File: src/lli_pkg.sv
package lli_pkg;

   // Table geometry and data width
   localparam int DEPTH       = 32;
   localparam int DATA_W      = 16;
   localparam int IDX_W       = $clog2(DEPTH);
   localparam int N_W         = $clog2(DEPTH + 1);

   // Fixed field widths of the ports
   localparam int PTS_W       = 6;
   localparam int ENTRY_IDX_W = 5;
   localparam int PADDR_W     = 3;
   localparam int PDATA_W     = 32;

   // Arithmetic widths
   localparam int DIFF_W      = DATA_W + 1;
   localparam int PROD_W      = 2 * DATA_W;
   localparam int REM_W       = DATA_W + 1;
   localparam int SUM_W       = PROD_W + 2;
   localparam int DIV_STEPS   = PROD_W / 2;
   localparam int DCNT_W      = $clog2(DIV_STEPS);

   // Saturation limits of the result
   localparam logic signed [SUM_W-1:0] RES_MAX =
      {{(SUM_W - DATA_W + 1){1'b0}}, {(DATA_W - 1){1'b1}}};
   localparam logic signed [SUM_W-1:0] RES_MIN =
      {{(SUM_W - DATA_W + 1){1'b1}}, {(DATA_W - 1){1'b0}}};

   // Item codes
   localparam logic CMD_QUERY = 1'b0;
   localparam logic CMD_WRITE = 1'b1;

   // Register index (word address bit)
   localparam logic REG_POINTS = 1'b0;

   typedef enum logic [3:0] {
      ST_IDLE,
      ST_CHK0,
      ST_CHKL,
      ST_STEP,
      ST_GET0,
      ST_GET1,
      ST_MUL,
      ST_DIV,
      ST_FIX,
      ST_OUT
   } state_type;

   typedef enum logic [2:0] {
      RD_ZERO,
      RD_LAST,
      RD_MID,
      RD_LO,
      RD_LO1
   } rd_sel_type;

   typedef enum logic [2:0] {
      RES_ZERO,
      RES_RD_Y,
      RES_Y0,
      RES_YLAST,
      RES_DIV
   } res_sel_type;

   typedef struct packed {
      logic        start;
      logic        wr;
      logic        rd_en;
      rd_sel_type  rd_sel;
      logic        cap_last;
      logic        search_init;
      logic        search_step;
      logic        cap_lo;
      logic        cap_hi;
      logic        mul;
      logic        div_step;
      logic        res_load;
      res_sel_type res_sel;
      logic        out_load;
   } cmd_type;

   typedef struct packed {
      logic n_zero;
      logic n_one;
      logic q_le_x;
      logic q_ge_x;
      logic search_done;
      logic lo_last;
      logic dd_zero;
      logic div_done;
   } sts_type;

   // Magnitude of a difference; always fits DATA_W unsigned bits
   function automatic logic [DATA_W-1:0] mag_f(input logic signed [DIFF_W-1:0] v);
      logic signed [DIFF_W-1:0] a;
      a = v[DIFF_W-1] ? -v : v;
      return a[DATA_W-1:0];
   endfunction

endpackage

File: src/lut_linear_interp_1d.sv
// One-dimensional piecewise linear table lookup.
//
// Input channel (req_*): req_cmd selects a table write (loads entry
// req_entry_index with req_entry_x / req_entry_y) or a query at req_query_x.
// Output channel (rsp_*): one beat of rsp_result_y per query, none per write.
// A beat moves when valid is high and stall is low.
// Register points_in_use (byte address 0) sets how many entries take part.
//
// A write beat is taken in the idle state and does not close the input.
// A query holds req_stall high while it runs. It resolves in ST_CHK0 when the
// table is empty, holds one point or clamps at the first point, in ST_CHKL
// when it clamps at the last point, and otherwise runs the binary search
// (at most 5 steps for 32 entries) and, for a real interpolation, the divider.
// One table read per cycle through a single read port paces the search; the
// divider retires two quotient bits per cycle.
// The result sits in an output register, so the block goes back to taking
// beats while rsp_stall holds a finished result; a second result waits
// inside until the first is taken.
// Reset clears points_in_use and the control state; table contents are
// undefined until written.
module lut_linear_interp_1d (
   input  logic                                clock,
   input  logic                                reset,
   input  logic                                req_valid,
   output logic                                req_stall,
   input  logic                                req_cmd,
   input  logic [lli_pkg::ENTRY_IDX_W-1:0]     req_entry_index,
   input  logic signed [lli_pkg::DATA_W-1:0]   req_entry_x,
   input  logic signed [lli_pkg::DATA_W-1:0]   req_entry_y,
   input  logic signed [lli_pkg::DATA_W-1:0]   req_query_x,
   output logic                                rsp_valid,
   input  logic                                rsp_stall,
   output logic signed [lli_pkg::DATA_W-1:0]   rsp_result_y,
   input  logic                                psel,
   input  logic                                penable,
   input  logic                                pwrite,
   input  logic [lli_pkg::PADDR_W-1:0]         paddr,
   input  logic [lli_pkg::PDATA_W-1:0]         pwdata,
   output logic [lli_pkg::PDATA_W-1:0]         prdata,
   output logic                                pready
);
   import lli_pkg::*;

   logic [PTS_W-1:0] points_in_use_ff, points_in_use_in;
   logic             csr_wr;
   cmd_type          cmd;
   sts_type          sts;

   // Configuration register
   assign pready = 1'b1;
   assign csr_wr = psel && penable && pwrite && (paddr[2] == REG_POINTS);

   always_comb begin
      points_in_use_in = points_in_use_ff;
      if (csr_wr) begin
         points_in_use_in = pwdata[PTS_W-1:0];
      end
   end

   always_ff @(posedge clock) begin
      if (reset) begin
         points_in_use_ff <= '0;
      end else begin
         points_in_use_ff <= points_in_use_in;
      end
   end

   assign prdata = (paddr[2] == REG_POINTS) ?
                   {{(PDATA_W - PTS_W){1'b0}}, points_in_use_ff} : '0;

   lli_ctrl u_ctrl (
      .clock     (clock),
      .reset     (reset),
      .req_valid (req_valid),
      .req_cmd   (req_cmd),
      .req_stall (req_stall),
      .rsp_valid (rsp_valid),
      .rsp_stall (rsp_stall),
      .sts       (sts),
      .cmd       (cmd)
   );

   lli_dpath u_dpath (
      .clock           (clock),
      .cmd             (cmd),
      .points_in_use   (points_in_use_ff),
      .req_entry_index (req_entry_index),
      .req_entry_x     (req_entry_x),
      .req_entry_y     (req_entry_y),
      .req_query_x     (req_query_x),
      .sts             (sts),
      .rsp_result_y    (rsp_result_y)
   );

endmodule

File: src/lli_ram.sv
module lli_ram #(
   parameter int WIDTH = 16,
   parameter int DEPTH = 32
) (
   input  logic                       clock,
   input  logic                       we,
   input  logic [$clog2(DEPTH)-1:0]   waddr,
   input  logic [WIDTH-1:0]           wdata,
   input  logic                       re,
   input  logic [$clog2(DEPTH)-1:0]   raddr,
   output logic [WIDTH-1:0]           rdata
);

   logic [WIDTH-1:0] mem_ff [DEPTH];
   logic [WIDTH-1:0] rdata_ff;

   // one write port, one registered read port
   always_ff @(posedge clock) begin
      if (we) begin
         mem_ff[waddr] <= wdata;
      end
      if (re) begin
         rdata_ff <= mem_ff[raddr];
      end
   end

   assign rdata = rdata_ff;

endmodule

File: src/lli_dpath.sv
module lli_dpath (
   input  logic                                clock,
   input  lli_pkg::cmd_type                    cmd,
   input  logic [lli_pkg::PTS_W-1:0]           points_in_use,
   input  logic [lli_pkg::ENTRY_IDX_W-1:0]     req_entry_index,
   input  logic signed [lli_pkg::DATA_W-1:0]   req_entry_x,
   input  logic signed [lli_pkg::DATA_W-1:0]   req_entry_y,
   input  logic signed [lli_pkg::DATA_W-1:0]   req_query_x,
   output lli_pkg::sts_type                    sts,
   output logic signed [lli_pkg::DATA_W-1:0]   rsp_result_y
);
   import lli_pkg::*;

   logic                      wr_ok;
   logic [IDX_W-1:0]          waddr;
   logic [IDX_W-1:0]          raddr;
   logic [DATA_W-1:0]         x_raw, y_raw;
   logic signed [DATA_W-1:0]  x_rd, y_rd;
   logic [N_W-1:0]            n_in;

   logic signed [DATA_W-1:0]  q_ff;
   logic [N_W-1:0]            n_ff;
   logic [IDX_W-1:0]          lo_ff, hi_ff, mid_ff;
   logic [IDX_W-1:0]          lo_in, hi_in, mid_in;
   logic [IDX_W-1:0]          lo_step, hi_step;
   logic [IDX_W:0]            mid_sum;
   logic signed [DATA_W-1:0]  ylast_ff, x0_ff, y0_ff;
   logic signed [DIFF_W-1:0]  dx_ff, dy_ff, dd_ff;
   logic                      neg_ff;
   logic [DATA_W-1:0]         dsr_ff;
   logic [PROD_W-1:0]         dvd_ff, dvd_in;
   logic [REM_W-1:0]          rem_ff, rem_in;
   logic [DCNT_W-1:0]         cnt_ff;
   logic signed [SUM_W-1:0]   y0_ext, quo_ext, sum, sat;
   logic signed [DATA_W-1:0]  res_in, res_ff, out_ff;

   // Table write: entries past the table depth are dropped
   assign wr_ok = ({{(32 - ENTRY_IDX_W){1'b0}}, req_entry_index} < 32'(DEPTH));
   assign waddr = IDX_W'(req_entry_index);

   // Count of points in use, capped at the table depth
   assign n_in = ({{(32 - PTS_W){1'b0}}, points_in_use} > 32'(DEPTH)) ?
                 N_W'(DEPTH) : N_W'(points_in_use);

   // One halving step of the search bounds
   always_comb begin
      if (x_rd <= q_ff) begin
         lo_step = mid_ff;
         hi_step = hi_ff;
      end else begin
         lo_step = lo_ff;
         hi_step = mid_ff - IDX_W'(1);
      end
   end

   // Search bounds: fresh range or one halving step
   always_comb begin
      if (cmd.search_init) begin
         lo_in = '0;
         hi_in = IDX_W'(n_ff - N_W'(1));
      end else begin
         lo_in = lo_step;
         hi_in = hi_step;
      end
      mid_sum = {1'b0, lo_in} + {1'b0, hi_in} + (IDX_W + 1)'(1);
      mid_in  = mid_sum[IDX_W:1];
   end

   // Read address select
   always_comb begin
      case (cmd.rd_sel)
         RD_ZERO: raddr = '0;
         RD_LAST: raddr = IDX_W'(n_ff - N_W'(1));
         RD_MID:  raddr = mid_in;
         RD_LO:   raddr = lo_in;
         RD_LO1:  raddr = lo_ff + IDX_W'(1);
         default: raddr = '0;
      endcase
   end

   lli_ram #(.WIDTH(DATA_W), .DEPTH(DEPTH)) u_bp_ram (
      .clock (clock),
      .we    (cmd.wr && wr_ok),
      .waddr (waddr),
      .wdata (req_entry_x),
      .re    (cmd.rd_en),
      .raddr (raddr),
      .rdata (x_raw)
   );

   lli_ram #(.WIDTH(DATA_W), .DEPTH(DEPTH)) u_val_ram (
      .clock (clock),
      .we    (cmd.wr && wr_ok),
      .waddr (waddr),
      .wdata (req_entry_y),
      .re    (cmd.rd_en),
      .raddr (raddr),
      .rdata (y_raw)
   );

   assign x_rd = $signed(x_raw);
   assign y_rd = $signed(y_raw);

   // Restoring divide, two quotient bits per cycle
   always_comb begin
      rem_in = rem_ff;
      dvd_in = dvd_ff;
      for (int k = 0; k < 2; k++) begin
         rem_in = {rem_in[REM_W-2:0], dvd_in[PROD_W-1]};
         dvd_in = {dvd_in[PROD_W-2:0], 1'b0};
         if (rem_in >= {1'b0, dsr_ff}) begin
            rem_in    = rem_in - {1'b0, dsr_ff};
            dvd_in[0] = 1'b1;
         end
      end
   end

   // Apply signed quotient to y0 and saturate
   always_comb begin
      y0_ext  = {{(SUM_W - DATA_W){y0_ff[DATA_W-1]}}, y0_ff};
      quo_ext = $signed({2'b00, dvd_ff});
      sum     = neg_ff ? (y0_ext - quo_ext) : (y0_ext + quo_ext);
      if (sum > RES_MAX) begin
         sat = RES_MAX;
      end else if (sum < RES_MIN) begin
         sat = RES_MIN;
      end else begin
         sat = sum;
      end
   end

   // Result select
   always_comb begin
      case (cmd.res_sel)
         RES_ZERO:  res_in = '0;
         RES_RD_Y:  res_in = y_rd;
         RES_Y0:    res_in = y0_ff;
         RES_YLAST: res_in = ylast_ff;
         RES_DIV:   res_in = sat[DATA_W-1:0];
         default:   res_in = '0;
      endcase
   end

   // Datapath registers
   always_ff @(posedge clock) begin
      if (cmd.start) begin
         q_ff <= req_query_x;
         n_ff <= n_in;
      end
      if (cmd.cap_last) begin
         ylast_ff <= y_rd;
      end
      if (cmd.search_init || cmd.search_step) begin
         lo_ff  <= lo_in;
         hi_ff  <= hi_in;
         mid_ff <= mid_in;
      end
      if (cmd.cap_lo) begin
         x0_ff <= x_rd;
         y0_ff <= y_rd;
      end
      if (cmd.cap_hi) begin
         dx_ff <= {q_ff[DATA_W-1], q_ff} - {x0_ff[DATA_W-1], x0_ff};
         dy_ff <= {y_rd[DATA_W-1], y_rd} - {y0_ff[DATA_W-1], y0_ff};
         dd_ff <= {x_rd[DATA_W-1], x_rd} - {x0_ff[DATA_W-1], x0_ff};
      end
      if (cmd.mul) begin
         dvd_ff <= PROD_W'(mag_f(dx_ff)) * PROD_W'(mag_f(dy_ff));
         dsr_ff <= mag_f(dd_ff);
         neg_ff <= dx_ff[DIFF_W-1] ^ dy_ff[DIFF_W-1] ^ dd_ff[DIFF_W-1];
         rem_ff <= '0;
         cnt_ff <= '0;
      end else if (cmd.div_step) begin
         dvd_ff <= dvd_in;
         rem_ff <= rem_in;
         cnt_ff <= cnt_ff + DCNT_W'(1);
      end
      if (cmd.res_load) begin
         res_ff <= res_in;
      end
      if (cmd.out_load) begin
         out_ff <= res_ff;
      end
   end

   // Status to the controller
   assign sts.n_zero      = (n_ff == '0);
   assign sts.n_one       = (n_ff == N_W'(1));
   assign sts.q_le_x      = (q_ff <= x_rd);
   assign sts.q_ge_x      = (q_ff >= x_rd);
   assign sts.search_done = (lo_step >= hi_step);
   assign sts.lo_last     = ((N_W'(lo_ff) + N_W'(1)) >= n_ff);
   assign sts.dd_zero     = (dd_ff == '0);
   assign sts.div_done    = (cnt_ff == DCNT_W'(DIV_STEPS - 1));

   assign rsp_result_y = out_ff;

endmodule

File: src/lli_ctrl.sv
module lli_ctrl (
   input  logic              clock,
   input  logic              reset,
   input  logic              req_valid,
   input  logic              req_cmd,
   output logic              req_stall,
   output logic              rsp_valid,
   input  logic              rsp_stall,
   input  lli_pkg::sts_type  sts,
   output lli_pkg::cmd_type  cmd
);
   import lli_pkg::*;

   state_type state_ff, state_in;
   logic      rsp_valid_ff, rsp_valid_in;
   logic      out_free;

   // State and output-valid registers
   always_ff @(posedge clock) begin
      if (reset) begin
         state_ff     <= ST_IDLE;
         rsp_valid_ff <= 1'b0;
      end else begin
         state_ff     <= state_in;
         rsp_valid_ff <= rsp_valid_in;
      end
   end

   assign out_free  = !rsp_valid_ff || !rsp_stall;
   assign req_stall = (state_ff != ST_IDLE);

   // Next state and datapath commands
   always_comb begin
      state_in = state_ff;
      cmd      = '0;
      case (state_ff)
         ST_IDLE: begin
            if (req_valid) begin
               if (req_cmd == CMD_WRITE) begin
                  cmd.wr = 1'b1;
               end else begin
                  cmd.start  = 1'b1;
                  cmd.rd_en  = 1'b1;
                  cmd.rd_sel = RD_ZERO;
                  state_in   = ST_CHK0;
               end
            end
         end
         // first entry: empty table, single point or clamp low
         ST_CHK0: begin
            if (sts.n_zero) begin
               cmd.res_load = 1'b1;
               cmd.res_sel  = RES_ZERO;
               state_in     = ST_OUT;
            end else if (sts.n_one || sts.q_le_x) begin
               cmd.res_load = 1'b1;
               cmd.res_sel  = RES_RD_Y;
               state_in     = ST_OUT;
            end else begin
               cmd.rd_en  = 1'b1;
               cmd.rd_sel = RD_LAST;
               state_in   = ST_CHKL;
            end
         end
         // last entry: clamp high, else open the search (two or more points,
         // so at least one halving step follows)
         ST_CHKL: begin
            cmd.cap_last = 1'b1;
            if (sts.q_ge_x) begin
               cmd.res_load = 1'b1;
               cmd.res_sel  = RES_RD_Y;
               state_in     = ST_OUT;
            end else begin
               cmd.search_init = 1'b1;
               cmd.rd_en       = 1'b1;
               cmd.rd_sel      = RD_MID;
               state_in        = ST_STEP;
            end
         end
         // one halving per cycle
         ST_STEP: begin
            cmd.search_step = 1'b1;
            cmd.rd_en       = 1'b1;
            if (sts.search_done) begin
               cmd.rd_sel = RD_LO;
               state_in   = ST_GET0;
            end else begin
               cmd.rd_sel = RD_MID;
            end
         end
         ST_GET0: begin
            cmd.cap_lo = 1'b1;
            if (sts.lo_last) begin
               cmd.res_load = 1'b1;
               cmd.res_sel  = RES_YLAST;
               state_in     = ST_OUT;
            end else begin
               cmd.rd_en  = 1'b1;
               cmd.rd_sel = RD_LO1;
               state_in   = ST_GET1;
            end
         end
         ST_GET1: begin
            cmd.cap_hi = 1'b1;
            state_in   = ST_MUL;
         end
         // equal breakpoints give y0
         ST_MUL: begin
            if (sts.dd_zero) begin
               cmd.res_load = 1'b1;
               cmd.res_sel  = RES_Y0;
               state_in     = ST_OUT;
            end else begin
               cmd.mul  = 1'b1;
               state_in = ST_DIV;
            end
         end
         ST_DIV: begin
            cmd.div_step = 1'b1;
            if (sts.div_done) begin
               state_in = ST_FIX;
            end
         end
         ST_FIX: begin
            cmd.res_load = 1'b1;
            cmd.res_sel  = RES_DIV;
            state_in     = ST_OUT;
         end
         // hand the result to the output register once it is free
         ST_OUT: begin
            if (out_free) begin
               cmd.out_load = 1'b1;
               state_in     = ST_IDLE;
            end
         end
         default: begin
            state_in = ST_IDLE;
         end
      endcase
   end

   assign rsp_valid_in = cmd.out_load || (rsp_valid_ff && rsp_stall);
   assign rsp_valid    = rsp_valid_ff;

endmodule

File: config.mk
export PLATFORM = sky130hd
export DESIGN_NAME = lut_linear_interp_1d
export DESIGN_NICKNAME = d
export VERILOG_FILES = /design/src/lli_pkg.sv /design/src/lut_linear_interp_1d.sv /design/src/lli_ram.sv /design/src/lli_dpath.sv /design/src/lli_ctrl.sv
export SDC_FILE = /design/constraint.sdc
export NUM_CORES = 2
export LEC_CHECK = 0
export CORE_MARGIN = 4
export CORE_UTILIZATION = 50
export CTS_BUF_LIST = sky130_fd_sc_hd__clkbuf_4 sky130_fd_sc_hd__clkbuf_8
export CTS_CLUSTER_DIAMETER = 50
export CTS_CLUSTER_SIZE = 40
export DETAILED_ROUTE_END_ITERATION = 10
export DONT_BUFFER_PORTS = 1
export PLACE_DENSITY = 0.68
export SYNTH_ARGS = -nofsm -noshare
export SYNTH_HDL_FRONTEND = slang
export SYNTH_HIERARCHICAL = 1
export SYNTH_SLANG_ARGS = --single-unit
File: constraint.sdc
create_clock -name clock -period 17.3 [get_ports clock]
set_input_delay 1.73 -clock clock [delete_from_list [all_inputs] [get_ports clock]]
set_output_delay 1.73 -clock clock [all_outputs]
set_load 0.01 [all_outputs]
-- Word-level counts from Yosys, hierarchy flattened
Memory sizes are Yosys's and may differ from the RTL's. A register that Yosys moved wholly into a read port is not among the register bits.
Index checks and enable logic that the tools add are counted.
- register bits after elaboration: 248
- bits in writable memories: 1024
- bits of input ports: 96
- word-level logic and storage cells: 153
- memories kept: 2
- memory list (name ; depth ; width ; rd ports ; clocked after memory_dff ; wr ports ; line ; text):
    u_dpath.u_bp_ram.mem_ff ; 32 ; 16 ; 1 ; 1 ; 1 ; lli_ram.sv:14 ; logic [WIDTH-1:0] mem_ff [DEPTH];
    u_dpath.u_val_ram.mem_ff ; 32 ; 16 ; 1 ; 1 ; 1 ; lli_ram.sv:14 ;
- add/subtract/negate cells: 17
- multipliers: 1
- magnitude comparators: 10
- eq/ne operators: 24
- multiplexer cells: 59
- bitwise logic cells: 3
- reductions and logical operators: 16
- operators by type and width (cell ; number):
    2-to-1 mux 16 bit ; 7
    2-to-1 mux 4 bit ; 20
    2-to-1 mux 32 bit ; 2
    one-hot mux 16 bit (4 select lines) ; 1
    subtractor 16 x 16 -> 17 bit ; 3
    negation 16 bit ; 3
    one-hot mux 4 bit (10 select lines) ; 1
    one-hot mux 4 bit (5 select lines) ; 2
    adder 16 x 33 -> 34 bit ; 1
    greater-or-equal comparator 17 x 16 -> 1 bit ; 2
    greater-than comparator 34 x 16 -> 1 bit (second input constant) ; 1
    < comparator 34 x 16 -> 1 bit (second input constant) ; 1
    2-to-1 mux 34 bit ; 1
    subtractor 16 x 33 -> 34 bit ; 1
    less-or-equal comparator 16 bit ; 2
    multiplier 16 x 16 -> 32 bit ; 1
    subtractor 16 bit ; 2
    2-to-1 mux 5 bit ; 4
    one-hot mux 5 bit (4 select lines) ; 1
    zero test 17 bit ; 1
    == test 4 x 3 -> 1 bit (second input constant) ; 4
    greater-or-equal comparator 16 bit ; 1
    2-to-1 mux 1 bit ; 16
    == test 3 x 2 -> 1 bit (second input constant) ; 4
    other kinds (29) ; 48

-- Depth between registers and ports, before layout
- word-level depth: 7
- gate-level depth with buffers: 35
- depth with buffers taken out: 33

-- Modules after synthesis
The synthesis kept the hierarchy.
- by module, submodules not included (module ; instances ; cells each ; area each (µm²) ; sequential area each (µm²)):
    lli_dpath ; 1 ; 2711 ; 25325.5 ; 6916.6
    lli_ram (u_dpath.u_val_ram) ; 1 ; 1143 ; 20696.1 ; 15855.2
    lli_ram (u_dpath.u_bp_ram) ; 1 ; 1144 ; 20693.6 ; 15855.2
    lli_ctrl ; 1 ; 81 ; 589.3 ; 100.1
    lut_linear_interp_1d ; 1 ; 62 ; 543.0 ; 120.1

-- Worst setup path after synthesis
Ideal clock, no wire load.
- kind: reg-to-reg
- start point: register u_dpath.dx_ff[0]
- end point: register u_dpath.dvd_ff[29] (data pin)
- library setup time: 0.260 ns
- data arrival time: 8.494 ns
- slack: 8.546 ns
- stages on the path, launching flop included: 31
- clock period less this slack: 8.754 ns
- path through: edfxtp_1 clkbuf_1 or3_1 or3b_2 or4_1 o21ai_0 nand2_1 xor2_1 clkbuf_1 nand2_1 fa_1 fa_1 inv_1 fa_1 fa_1 fa_1 inv_1 fa_1 inv_1 ha_1 a21o_1 a21o_1 nand2_1 o21ai_0 a21o_1 a221o_1 a221oi_1 o21ai_0 o41ai_1 xnor2_1 mux2_2
- word-level cells in the longest chain between the ends: 4
- RTL lines (element ; line ; text):
    start, declared ; lli_dpath.sv:28 ; logic signed [DIFF_W-1:0] dx_ff, dy_ff, dd_ff;
    start signal, assigned ; lli_dpath.sv:163 ; dx_ff <= {q_ff[DATA_W-1], q_ff} - {x0_ff[DATA_W-1], x0_ff};
    negation 16 bit ; lli_pkg.sv:96 ; a = v[DIFF_W-1] ? -v : v;
    2-to-1 mux 16 bit (*) ; lli_pkg.sv:96 ;
    multiplier 16 x 16 -> 32 bit (*) ; lli_dpath.sv:168 ; dvd_ff <= PROD_W'(mag_f(dx_ff)) * PROD_W'(mag_f(dy_ff));
    2-to-1 mux 32 bit (*) ; lli_dpath.sv:167 ; if (cmd.mul) begin
    end signal, assigned ; lli_dpath.sv:168 ;
    end signal, assigned ; lli_dpath.sv:174 ; dvd_ff <= dvd_in;
    end, declared ; lli_dpath.sv:31 ; logic [PROD_W-1:0] dvd_ff, dvd_in;
Mark *: on every way between the ends. The rest lies on a longest branch, timed or not.
A chain may end at the register's enable or synchronous reset.

-- Worst setup path in the final report
- start point: register u_dpath.dy_ff[0]
- end point: register u_dpath.dvd_ff[29] (data pin)
- word-level cells in the longest chain between the ends: 4
- RTL lines (element ; line ; text):
    start, declared ; lli_dpath.sv:28 ;
    start signal, assigned ; lli_dpath.sv:164 ; dy_ff <= {y_rd[DATA_W-1], y_rd} - {y0_ff[DATA_W-1], y0_ff};
    negation 16 bit ; lli_pkg.sv:96 ;
    2-to-1 mux 16 bit (*) ; lli_pkg.sv:96 ;
    multiplier 16 x 16 -> 32 bit (*) ; lli_dpath.sv:168 ;
    2-to-1 mux 32 bit (*) ; lli_dpath.sv:167 ;
Marks and branches as above.

==> results.md <==
* FMAX at 96.7 MHz
* Antenna Nets Post-Route at 0
* Fillers at between 10000 and 15000
* Comb pwr share at 0.371
* CTS sink count at around 1300
* Clk_skew at approximately 66 ps
* Root Buffer: clkbuf_8
* Commonest register cell after synthesis: edfxtp_1
* Initial antenna violation count at 6
* Fin crit share at 0.598
* Register share of total power at 0.405
* Buf/Inv on CP at 5
* Unrepaired setup endpoints after global routing: false
* DRT Pass-1 Iters at 5
* Final Total Pwr at about 0.0094 W
* Met3 WL post-DR at approximately 8900 um
* Status: finished clean
* Number of buffers created by CTS at about 120
* Slew HR at 0.230
* Synth Cell Area at between 0.06 and 0.07 sq mm
* Vias/cell at 5.77
* Drt total wl at about 160000 um
* WL met2 at a little under 80000 um
* Fin util at 0.542
* Net Sw Frac at 0.376
* IO buf count at 0
* Clock Path Buffers at 3
* Net switching power figure at 0.00354 W
* Grt ovf at 0
* Critical path endpoint category: flop
* Crit start category: flop
* Largest net degree at the start of global routing at 120
* DRT met1 WL at around 67000 um
* Measured slew at the worst slew-check pin at about 1100 ps
* Warnings from Yosys at 6
* Wire length per cell at 22.4 um
* Reg area at 0.0388 sq mm
* Total Die Area at 0.142 sq mm
* Slew Viols, Final at 0
* Min Hold Slack at approximately 420 ps
* Share of cells above drive strength 1 at 0.0891
* Critical path class: flop to flop
* Final Hold Viols at 0
* Worst Path Required at about 18000 ps
* Clock Pin Slew Worst Setup and Hold Paths at ~90 ps
* # H-tree levels at 3
* HP Class: flop to flop
* Crit path DAT at between 10000 and 15000 ps
* Number of enable flip-flop cells after synthesis at between 1000 and 1500
* Sequential share of the synthesized area at 0.573
* Area of the multi-input gates at around 0.026 sq mm
* Pwr Density at ~130 mW/mm^2
* Async SR Flop Fraction at 0
* Synth-to-Final Area Change at 7.08%
* VDD IR-drop max at about 130 uV
* Synthesized flop and latch total at approximately 1300
* Pleak at between 20 and 30 nW
* Max FO, Critical Path at 14
* Yosys cell types at between 90 and 100
* Ports at about 150
* Placed inst area at ~0.070 sq mm
* Total track usage at 0.220
* Most used cell along the critical path: fa_1
* Starting Density at 0.506
* Number of global-route vias before repair at about 40000
* Hpwl dp at 105000 um
* CP max stage cell: edfxtp_1
* CTS tree: yes
* DR top layer: met5
* Hold-fix buffers at CTS at 0
* Post-Synthesis Cells at approximately 5100
* Post-CTS Setup Inserts at 0
* Worst path top cell family by delay: adder cells
* Final instance area at between 0.07 and 0.08 sq mm
* CTS resizes at 0
* Tmin final at 10340 ps
* Nets at around 5700
* Die height at approximately 380 um
* Clk pwr share at 0.224
* Maxcap violations at 0
* Pint at ~0.006 W
* Width of the die at ~380 um
* Initial DRC Count at approximately 3500
* Post-Syn Area per Cell at between 10 and 15 sq um
* GPL Wtd Cong at about 0.90
* # rows at approximately 130
* First-pass GRT wire length at roughly 240000 um
* Post-route DRC at 0
* Clock insertion delay at the later pin of the skew report at about 850 ps
* Max stage delay on crit path at approximately 700 ps
* Core Footprint at about 0.13 sq mm
* Setup TNS Final at 0 ps
* Via count at between 40000 and 50000
* Final setup violation count at 0
==> stage by stage <==
step | worst slack, ps | cells
after floorplan | 8550 | 5166
after global placement | 7240 | 6831
after detailed placement | 7180 | 6831
after CTS | 7120 | 7053
after global routing | 6560 | 7054
final | 6960 | 7055
==> final cells by class <==
class	instances	share of cell area
Sequential cell	1304	0.535
Multi-Input combinational cell	3243	0.360
Tap cell	1768	0.0304
Clock buffer	120	0.0226
Inverter	385	0.0199
Clock inverter	102	0.0180
Timing Repair Buffer	131	0.0139
Antenna cell	2	0.0000689
==> synth_stat cells (47+ instances only) <==
library cell | count | area [sq um]
mux2i_1 | 545 | 5460
xor2_1 | 56 | 490
a22oi_1 | 147 | 1100
nand2_1 | 340 | 1280
nor2_1 | 367 | 1380
a31oi_1 | 55 | 344
inv_1 | 384 | 1440
nand4_1 | 47 | 294
ha_1 | 258 | 3230
clkbuf_1 | 84 | 315
nor3_1 | 78 | 390
xnor2_1 | 158 | 1380
fa_1 | 201 | 4020
a21oi_1 | 179 | 896
a22o_1 | 67 | 587
o21ai_0 | 108 | 541
a21o_1 | 59 | 443
nand3_1 | 108 | 541
buf_4 | 66 | 495
edfxtp_1 | 1273 | 38200
==> worst reg2reg max path, delay by kind of cell (launching register included) <==
family          cells  cell delay [ps]
buf+inv             5              520
mux                 1              290
compound gates     10             2760
flops               1              680
fa+ha+maj           8             3700
xor+xnor            2              830
simple gates        6             1310
==> cell families (layout without fill, tap and decap cells) <==
group	after synthesis	in the layout	synth area share
AOI/OAI and AO/OA	803	803	0.0811
xor gates and xnor gates	215	215	0.0280
adders and majority gates	459	459	0.107
buffers and inverters	619	738	0.0449
DFF	1304	1304	0.573
muxes	584	584	0.0869
other	2	29	0.000111
and+or+nand+nor	1155	1155	0.0795
==> layout by cell type (no fill, tap or decap), types with 129 or more instances in the layout <==
cell type     n
mux2i_1     545
nand2_1     339
fa_1        201
buf_4       129
a21oi_1     178
inv_1       384
ha_1        258
xnor2_1     157
a22oi_1     147
edfxtp_1   1273
nor2_1      364
==> power groups by stage <==
| stage | combinational (W) | sequential, W | clock, W |
|---|---|---|---|
| after global placement | 0.00343 | 0.00389 | 0 |
| after floorplan | 0.00260 | 0.00384 | 0 |
| after detailed placement | 0.00348 | 0.00389 | 0 |
| after global routing | 0.00378 | 0.00383 | 0.00230 |
| after CTS | 0.00349 | 0.00382 | 0.00217 |
| final | 0.00349 | 0.00382 | 0.00211 |
==> metal layers <==
| metal | global-route usage | vias up |
|---|---|---|
| li1 | - | 18900 |
| met1 | 0.297 | 20400 |
| met2 | 0.368 | 1211 |
| met3 | 0.0284 | 262 |
| met4 | 0.0776 | 2 |
| met5 | 0 | - |
==> state kept, by name, summed over array words and instances, names as in the netlist, 17 cells and up <==
register	cells
u_dpath/dd_ff	17
u_dpath/dvd_ff	32
u_dpath/dx_ff	17
u_dpath/dy_ff	17
u_dpath/u_bp_ram/mem_ff	512
u_dpath/u_val_ram/mem_ff	512
==> final timing paths <==
kind | start | end | slack [ps] | depth (start not counted)
worst max-delay path | u_dpath/dy_ff[0] | u_dpath/dvd_ff[29] | 6960 | 32
worst min-delay path | u_dpath/res_ff[15] | u_dpath/rsp_result_y[15] | 420 | 0
worst max register to register | u_dpath/dy_ff[0] | u_dpath/dvd_ff[29] | 6960 | 32
worst min register to register | u_dpath/res_ff[15] | u_dpath/rsp_result_y[15] | 420 | 0
Note: power is estimated with default switching activity, not from simulation.
